$ cat src/design/hme_pkg.sv
`timescale 1ns / 1ps

package hme_pkg;

    localparam int WORD_W      = 64;
    localparam int BYTE_W      = 8;
    localparam int GROUP_WORDS = 8;
    localparam int CHUNK_BITS  = GROUP_WORDS - 1;
    localparam int POS_W       = $clog2(GROUP_WORDS);
    localparam int SYN_W       = 6;
    localparam int TOP_BIT     = WORD_W - 1;

    // Parity-check rows; row k supplies syndrome bit SYN_W-1-k.
    localparam logic [WORD_W-1:0] SYN_ROWS [SYN_W] = '{
        64'h0000_0000_FFFF_FFFF,
        64'h0000_FFFF_0000_FFFF,
        64'h00FF_00FF_00FF_00FF,
        64'h0F0F_0F0F_0F0F_0F0F,
        64'h3333_3333_3333_3333,
        64'h5555_5555_5555_5555
    };

    typedef enum logic {
        MODE_EMBED   = 1'b0,
        MODE_EXTRACT = 1'b1
    } mode_t;

    typedef enum logic {
        RES_STEGO = 1'b0,
        RES_BYTE  = 1'b1
    } res_type_t;

    typedef struct packed {
        logic [WORD_W-1:0] cover_word;
        logic [BYTE_W-1:0] message_byte;
    } hme_in_t;

    typedef struct packed {
        logic [WORD_W-1:0] stego_word;
        logic [BYTE_W-1:0] recovered_byte;
        res_type_t         result_type;
    } hme_out_t;

    // Per-transaction outcome handed from the datapath to the control.
    typedef struct packed {
        logic                  produce;
        logic [POS_W-1:0]      next_pos;
        logic [CHUNK_BITS-1:0] next_carried;
    } hme_step_t;

endpackage

$ cat src/design/hme_syndrome.sv
`timescale 1ns / 1ps

module hme_syndrome (
    input  logic [hme_pkg::WORD_W-1:0] word,
    output logic [hme_pkg::SYN_W-1:0]  syn,
    output logic                       par
);
    import hme_pkg::*;

    // Bit 63 has an all-zero column, so the rows never see it.
    always_comb
    begin
        for (int k = 0; k < SYN_W; k++)
        begin
            syn[SYN_W-1-k] = ^(word & SYN_ROWS[k]);
        end
    end

    assign par = ^word;

endmodule

$ cat src/design/hme_core.sv
`timescale 1ns / 1ps

module hme_core (
    input  hme_pkg::hme_in_t                 item,
    input  hme_pkg::mode_t                   mode,
    input  logic [hme_pkg::POS_W-1:0]        pos,
    input  logic [hme_pkg::CHUNK_BITS-1:0]   carried,
    output hme_pkg::hme_out_t                result,
    output hme_pkg::hme_step_t               step
);
    import hme_pkg::*;

    localparam int WIDE_W = 2 * CHUNK_BITS;

    logic [SYN_W-1:0]      syn;
    logic                  par;
    logic [BYTE_W-1:0]     b;
    logic [POS_W:0]        sh_b;
    logic [POS_W-1:0]      sh_c;
    logic [WIDE_W-1:0]     carried_wide;
    logic [BYTE_W-1:0]     keep_mask;
    logic [CHUNK_BITS-1:0] embed_chunk;
    logic [CHUNK_BITS-1:0] embed_carry;
    logic [SYN_W-1:0]      v;
    logic                  v_nz;
    logic [WORD_W-1:0]     flipped;
    logic                  par_low;
    logic [CHUNK_BITS-1:0] ext_chunk;
    logic [WIDE_W-1:0]     ext_wide;
    logic [BYTE_W-1:0]     ext_byte;
    logic                  last_pos;

    hme_syndrome u_syn (
        .word (item.cover_word),
        .syn  (syn),
        .par  (par)
    );

    assign last_pos = (pos == POS_W'(GROUP_WORDS - 1));

    // Repack message bytes into chunks; the last word of a group carries no new byte.
    assign b            = last_pos ? '0 : item.message_byte;
    assign sh_b         = {1'b0, pos} + (POS_W+1)'(1);
    assign sh_c         = POS_W'(CHUNK_BITS) - pos;
    assign carried_wide = {{CHUNK_BITS{1'b0}}, carried} << sh_c;
    assign embed_chunk  = CHUNK_BITS'(b >> sh_b) | carried_wide[CHUNK_BITS-1:0];
    assign keep_mask    = ~({BYTE_W{1'b1}} << sh_b);
    assign embed_carry  = CHUNK_BITS'(b & keep_mask);

    // Flip the bit whose column matches the syndrome difference, then fix parity with bit 63.
    assign v       = syn ^ embed_chunk[SYN_W-1:0];
    assign v_nz    = (v != '0);
    assign flipped = {1'b0, item.cover_word[TOP_BIT-1:0]}
                   ^ (v_nz ? (WORD_W'(1) << (~v)) : '0);
    assign par_low = par ^ item.cover_word[TOP_BIT] ^ v_nz;

    assign ext_chunk = {par, syn};
    assign ext_wide  = {{CHUNK_BITS{1'b0}}, carried} << pos;
    assign ext_byte  = ext_wide[BYTE_W-1:0] | BYTE_W'(ext_chunk >> sh_c);

    always_comb
    begin
        if (mode == MODE_EMBED)
        begin
            result.stego_word     = {par_low != embed_chunk[CHUNK_BITS-1],
                                     flipped[TOP_BIT-1:0]};
            result.recovered_byte = '0;
            result.result_type    = RES_STEGO;
            step.produce          = 1'b1;
            step.next_carried     = last_pos ? '0 : embed_carry;
        end
        else
        begin
            result.stego_word     = '0;
            result.recovered_byte = ext_byte;
            result.result_type    = RES_BYTE;
            step.produce          = (pos != '0);
            step.next_carried     = last_pos ? '0 : ext_chunk;
        end
        step.next_pos = pos + POS_W'(1);
    end

endmodule

$ cat src/design/hamming_63_matrix_embedding.sv
`timescale 1ns / 1ps

// Matrix embedding with a (63,57) Hamming code over groups of eight 64-bit words.
// Mode 0 hides 7 message bits in each word (seven bytes per group, the eighth
// word's byte is ignored) and returns one stego word per transaction; mode 1
// reads the bits back and returns one byte for every word of a group except the
// first. Writing the mode register restarts the group. Throughput is one word
// per clock: a word waits in the input register while the syndrome XOR trees and
// the repacking shifts settle into the output register. Both registers stall when
// the output is held off.
module hamming_63_matrix_embedding (
    input  logic              clk,
    input  logic              rst_n,
    input  logic              in_valid,
    output logic              in_ready,
    input  hme_pkg::hme_in_t  in_data,
    output logic              out_valid,
    input  logic              out_ready,
    output hme_pkg::hme_out_t out_data,
    input  logic              cfg_valid,
    output logic              cfg_ready,
    input  logic              cfg_data
);
    import hme_pkg::*;

    logic                  s1_valid_reg;
    hme_in_t               s1_data_reg;
    mode_t                 mode_reg;
    logic [POS_W-1:0]      pos_reg;
    logic [CHUNK_BITS-1:0] carried_reg;
    logic                  out_valid_reg;
    hme_out_t              out_data_reg;

    hme_out_t              result;
    hme_step_t             step;
    logic                  out_free;
    logic                  s1_go;
    logic                  in_take;
    logic                  cfg_take;

    hme_core u_core (
        .item    (s1_data_reg),
        .mode    (mode_reg),
        .pos     (pos_reg),
        .carried (carried_reg),
        .result  (result),
        .step    (step)
    );

    assign out_free  = !out_valid_reg || out_ready;
    // A first word in extract mode leaves without a result, so it never waits.
    assign s1_go     = s1_valid_reg && (!step.produce || out_free);
    assign in_ready  = !s1_valid_reg || s1_go;
    assign in_take   = in_valid && in_ready;
    assign cfg_ready = 1'b1;
    assign cfg_take  = cfg_valid && cfg_ready;

    assign out_valid = out_valid_reg;
    assign out_data  = out_data_reg;

    always_ff @(posedge clk or negedge rst_n)
    begin
        if (!rst_n)
        begin
            s1_valid_reg  <= 1'b0;
            out_valid_reg <= 1'b0;
            mode_reg      <= MODE_EMBED;
            pos_reg       <= '0;
            carried_reg   <= '0;
        end
        else
        begin
            if (in_take)
            begin
                s1_valid_reg <= 1'b1;
            end
            else if (s1_go)
            begin
                s1_valid_reg <= 1'b0;
            end

            if (s1_go && step.produce)
            begin
                out_valid_reg <= 1'b1;
            end
            else if (out_ready)
            begin
                out_valid_reg <= 1'b0;
            end

            // Restart the group on any mode write.
            if (cfg_take)
            begin
                mode_reg    <= mode_t'(cfg_data);
                pos_reg     <= '0;
                carried_reg <= '0;
            end
            else if (s1_go)
            begin
                pos_reg     <= step.next_pos;
                carried_reg <= step.next_carried;
            end
        end
    end

    always_ff @(posedge clk)
    begin
        if (in_take)
        begin
            s1_data_reg <= in_data;
        end
        if (s1_go && step.produce)
        begin
            out_data_reg <= result;
        end
    end

endmodule

$ cat config.mk
export PLATFORM = sky130hd
export DESIGN_NAME = hamming_63_matrix_embedding
export DESIGN_NICKNAME = d
export VERILOG_FILES = /design/src/design/hme_pkg.sv /design/src/design/hme_syndrome.sv /design/src/design/hme_core.sv /design/src/design/hamming_63_matrix_embedding.sv
export SDC_FILE = /design/constraint.sdc
export NUM_CORES = 1
export LEC_CHECK = 0
export ABC_CLOCK_PERIOD_IN_PS = 7700
export BUFFER_PORTS_ARGS = -buffer_cell sky130_fd_sc_hd__buf_4
export CORE_AREA = 4 4 150 152
export CTS_CLUSTER_DIAMETER = 80
export CTS_CLUSTER_SIZE = 10
export DETAILED_ROUTE_END_ITERATION = 12
export DIE_AREA = 0 0 154 156
export HOLD_SLACK_MARGIN = 0.08
export PLACE_DENSITY_LB_ADDON = 0.2
export SYNTH_ARGS = -nofsm -noshare
export SYNTH_HDL_FRONTEND = slang
export SYNTH_SLANG_ARGS = --single-unit
$ cat constraint.sdc
create_clock -name clk -period 7.7 [get_ports clk]
set_input_delay 1.155 -clock clk [delete_from_list [all_inputs] [get_ports clk]]
set_output_delay 1.155 -clock clk [all_outputs]
set_load 0.1 [all_outputs]
# Word-level counts from Yosys, hierarchy flattened
# Cells that the tools add are included.
classes:
  add_sub_neg: 3
  eq_ne: 2
  shifts: 6
  muxes: 15
  n_bitwise: 9
  n_reduce_logical: 21
ops:
  columns: ["op", "n"]
  rows:
  - ["64-bit parity", 7]
  - ["63-bit 2-to-1 mux", 1]
  - ["1-bit by 6-bit << shifter with 63-bit output, first input constant", 1]
  - ["63-bit XOR", 1]
  - ["7-bit 2-to-1 mux", 5]
  - ["8-bit 2-to-1 mux", 1]
  - ["8-bit OR", 1]
  - ["7-bit by 3-bit << shifter with 8-bit output", 1]
  - ["8-bit by 4-bit << shifter with 7-bit output, first input constant", 1]
  - ["7-bit by 3-bit >> shifter with 8-bit output", 1]
  - ["8-bit by 4-bit >> shifter with 7-bit output", 1]
  - ["7-bit AND", 1]
  - ["7-bit NOT", 1]
  - ["7-bit OR", 1]
  - ["7-bit by 3-bit << shifter with 7-bit output", 1]
  - ["1-bit 2-to-1 mux", 6]
  - ["3-bit 2-to-1 mux", 2]
  - ["6-bit NOT", 1]
  - ["2-bit nonzero test", 3]
  - ["6-bit nonzero test", 1]
  - ["6-bit XOR", 1]
  - ["3-bit by 1-bit adder with 4-bit output, second input constant", 1]
  - ["3-bit by 1-bit adder with 3-bit output, second input constant", 1]
  - ["3-bit == test, second input constant", 1]
  - ["other kinds (7)", 14]
word_totals:
  regBits: 158
  inputBits: 78
  output_inout_bits: 76
  word_cells: 66

# Longest topological paths before layout
depth:
  ltp_word: 9
  mapped_depth: 15
  depth_no_buf: 11

# Hierarchy
# From an unflattened synthesis, not the netlist that was laid out.
unflattened:
  cells_unflattened: 759
  hier_area_um2: 9041.2
modules_own_cells:
  columns: ["module", "n_inst", "cells_each", "area_each_um2", "seq_area_each_um2"]
  rows:
  - ["hamming_63_matrix_embedding", 1, 182, 4865.9, 4679.5]
  - ["hme_core", 1, 458, 3067.9, 0.0]
  - ["hme_syndrome", 1, 119, 1107.3, 0.0]

# Least setup slack after synthesis
# OpenSTA, ideal clock, no wires.
synth_path:
  path_type: "flip-flop to flip-flop"
  startpoint: "register pos_reg[0]"
  endpoint: "register out_data_reg (netlist bit out_data[0]), enable pin"
  setup_ns: 0.505
  t_arrival_ns: 4.821
  t_required_ns: 7.195
  setup_slack_ns: 2.374
  stages_incl_launch_ff: 11
  n_path_buf: 3
  synth_period_minus_slack_ns: 5.326
  path_cell_list: "dfrtp_1 > buf_2 > clkbuf_1 > clkinv_1 > ha_1 > nand2_1 > nor2_1 > or3_1 > nand2_1 > clkbuf_1 > nor2_1"
synth_via:
  elab_chain_cells: 6
synth_rtl:
  columns: ["element", "line", "source"]
  rows:
  - ["start: declaration", "hamming_63_matrix_embedding.sv:29", "logic [POS_W-1:0] pos_reg;"]
  - ["start signal: assignment", "hamming_63_matrix_embedding.sv:100", "pos_reg <= step.next_pos;"]
  - ["3-bit nonzero test (*)", "hme_core.sv:77", "step.produce = (pos != '0);"]
  - ["1-bit 2-to-1 mux (*)", "hme_core.sv:63", "if (mode == MODE_EMBED)"]
  - ["1-bit zero test", "hamming_63_matrix_embedding.sv:52", "assign s1_go = s1_valid_reg && (!step.produce || out_free);"]
  - ["1-bit logical OR", "hamming_63_matrix_embedding.sv:52", null]
  - ["1-bit logical AND", "hamming_63_matrix_embedding.sv:52", null]
  - ["1-bit logical AND (*)", "hamming_63_matrix_embedding.sv:112", "if (s1_go && step.produce)"]
  - ["end signal: assignment", "hamming_63_matrix_embedding.sv:114", "out_data_reg <= result;"]
  - ["end: declaration", "hamming_63_matrix_embedding.sv:32", "hme_out_t out_data_reg;"]
# Every way passes the cells marked *; elsewhere a longest branch is shown, timed or not.
# A chain may end at the register's enable or synchronous reset.

# Worst setup path in the final report
layout_path:
  startpoint: "register pos_reg[1]"
  endpoint: "register out_data_reg (netlist bit out_data[67]), data pin"
layout_via:
  elab_chain_cells: 9
  elab_cells_between_ends: 13
  cone_classes: "add/sub: 2; eq/ne: 1; shift: 3; mux: 2; bitwise: 4; reduce/logical: 1"
layout_rtl:
  columns: ["element", "line", "source"]
  rows:
  - ["branches (longest 3 deep; another with 3-bit by 1-bit adder with 4-bit output)", null, null]
  - ["7-bit OR (*)", "hme_core.sv:46", "assign embed_chunk = CHUNK_BITS'(b >> sh_b) | carried_wide[CHUNK_BITS-1:0];"]
  - ["6-bit XOR (*)", "hme_core.sv:51", "assign v = syn ^ embed_chunk[SYN_W-1:0];"]
  - ["6-bit NOT", "hme_core.sv:54", "^ (v_nz ? (WORD_W'(1) << (~v)) : '0);"]
  - ["1-bit by 6-bit << shifter with 63-bit output", "hme_core.sv:54", null]
  - ["63-bit 2-to-1 mux (*)", "hme_core.sv:54", null]
  - ["63-bit XOR (*)", "hme_core.sv:54", null]
# Mark *: on every way between the ends.

==> impl_results.md <==
* Final-report max-slew violation count at 0
* DR iter-0 viols at 463
* Crit path kind: reg -> reg
* CTS tree: yes
* CTS Buf Count at 17
* Starting Density at roughly 41%
* Clk buf depth at 2
* Die Footprint at 24,000 sq um
* Die width at 154 um
* Async set-or-reset flop fraction in the synthesized netlist at under 10%
* Worst hold-check path type: in -> async
* EDFF count, synth at 145
* Final HPWL from detailed placement at 15.1 mm
* Routed vias at 6,247
* WL/cell at ~20 um
* Top area cells in the synthesized netlist: edfxtp_1 51%, xnor2_1 11%, o31ai_1 5.4%, or4_1 5.3%, a21oi_1 4.1%
* RePlAce Congestion at 0.850
* Final Setup Violations at 0
* Post-CTS resize count at 0
* Layout area overhead at 23.2%
* Sequential area share after synthesis at 54.6%
* Dominant synthesized flop cell: edfxtp_1
* Max_cap viols at 0
* Post-synthesis register bit count at 158
* Via density at roughly 5.5
* Post-Synthesis Cells at roughly 730
* Worst Tran Pin Value at 1.16 ns
* Number of H-tree levels at 4
* Largest net degree at the start of global routing at 78
* Synth area leader: edfxtp_1
* Setup crit end kind: flop
* Final net count at a little over 900
* Fin. Hold Viols at 0
* Place WS at 3.57 ns
* Crit path arrival time at 4.37 ns
* Setup Fix Bufs, Post-CTS at 0
* GRT Total Usage at a little under a fifth
* First-pass GRT wire length at 34.6 mm
* # rows at 53
* Max Clk Rate at 238 MHz
* Outcome: complete, no violations
* Distinct cells, synth at 52
* Syn Nets at between 800 and 900
* Final Critical Period at 4.19 ns
* Filler Cell Count at around 1,900
* Share of layout cells above drive strength 1 at between 20% and 30%
* RSZ-0062 raised after global routing: no
* YS warnings at 0
* Core Area at about 21,000 sq um
* Cell Area, Synth at 8570 sq um
* Die height at around 160 um
* Clock Sinks at ~160
* Slew Limit Headroom at between 20% and 30%
* Largest register FFs at between 70 and 80
* Initial antenna violation count at 0
* Drc violations at 0
* Clock skew at around 0.011 ns
* DR pass1 iterations at 7
* Reg2Reg Launch Point: pos_reg[1]
* Setup_tns at 0 ns
* Number of global-route vias before repair at 5,988
* Final wirelength at roughly 22 mm
* Startpoint type of the worst setup path: flop
* Required @ worst endpoint at 7.88 ns
* Number of diodes at 0
* Port bufs at roughly 150
* Ports at 154
* Grt ovf at 0
* Clk slew on worst S/H paths at 0.07 ns
* Worst skew pair latency at ~0.43 ns
* Commonest non-fill, non-tap cells in the layout: 163 x buf_4, 145 x edfxtp_1, 104 x xnor2_1, 70 x a21oi_1, 62 x o31ai_1
* Reg2Reg Depth at 13
* Flop2flop setup slack at 3.51 ns
* Crit share post-route at 54.5%
* Final setup margin at roughly 3.5 ns
* Commonest non-fill, non-tap cell in the layout: buf_4
* Max Fanout on Critical Path at 39
* Avg Cell Area, Syn at between 10 and 15 sq um
* Critical R2R Capture: out_data[67]
* # hold bufs at CTS at 0
* Root buffer cell: clkbuf_16
* Synth top area share at 50.8%
* Final ANT Viol Nets at 0
-- synthesized netlist by cell type, drive strengths merged, types with 2 or more instances --
master / n
dfrtp: 13
xnor2: 108
and2: 2
xor2: 22
mux2: 6
nor2b: 3
nand2: 37
mux2i: 18
o21ai: 13
nor4b: 3
nand2b: 8
edfxtp: 145
o22ai: 2
clkbuf: 45
or4: 60
nor2: 32
a32oi: 2
inv: 5
nand3: 9
buf: 17
or2: 3
o31ai: 62
ha: 5
a211oi: 3
a311oi: 2
mux4: 2
nor3: 5
a21oi: 70
o211a: 4
a22oi: 6
-- worst max path at each step --
stage	from	to	slack [ns]	depth (start not counted)
6_report	pos_reg[1]	out_data[67]	3.51	13
5_1_grt	pos_reg[1]	out_data[71]	3.10	13
4_1_cts	pos_reg[0]	in_ready	3.53	7
3_5_place_dp	pos_reg[1]	out_data[67]	3.57	13
3_3_place_gp	pos_reg[1]	out_data[67]	3.67	13
2_1_floorplan	pos_reg[0]	out_data[0]	2.37	10
-- routing by layer --
layer | share of wire [%] | track usage [%] | routed length, um | vias to the layer above
met5 | 0 | 0 | 0 | -
met4 | 1.5 | 5.13 | 340 | 0
met3 | 5.8 | 4.16 | 1290 | 20
met2 | 49 | 29.9 | 10900 | 193
met1 | 44 | 25.4 | 9870 | 3040
li1 | - | - | - | 2994
-- stage by stage --
step	instance area [sq um]	utilization (%)	hold WS [ns]	instances
2_1_floorplan	8570	-	0.488	728
3_3_place_gp	9890	47.1	0.554	1104
3_5_place_dp	9890	47.1	0.566	1104
4_1_cts	10600	50.2	0.543	1136
5_1_grt	10600	50.2	0.548	1136
6_report	10600	50.2	0.553	1136
-- final cells by class --
cell class | count | area (sq um) | area share (%)
sequential | 158 | 4680 | 44.3
multi-input combinational | 502 | 3620 | 34.3
timing repair buffer | 163 | 1220 | 11.6
clock buffer | 17 | 425 | 4.03
tap | 275 | 344 | 3.26
clock inverter | 15 | 243 | 2.30
inverter | 6 | 22.5 | 0.213
-- cells by family after synthesis --
logic type / share of synthesized area, %
xor gates and xnor gates: 14.0
and+or+nand+nor: 10.8
other: 0.0438
buffers and inverters: 3.26
AOI/OAI and AO/OA: 13.1
muxes: 3.42
DFF: 54.6
adders and majority gates: 0.730
-- worst max-delay path, cell delays in order (launching register included) --
cell and delay, ns:
dfrtp_1 0.32, buf_4 0.34, ha_1 0.23, ha_1 0.32
nor2_1 0.08, nand2_1 0.10, nand2_1 0.07, a22o_1 0.18
a32oi_1 0.21, xor2_1 0.26, or2_0 0.79, buf_4 0.35
nor4b_1 0.28, mux2_2 0.38
Power is not shown: default switching activity piles up to over one toggle a cycle in this logic, so the estimate is an artifact.
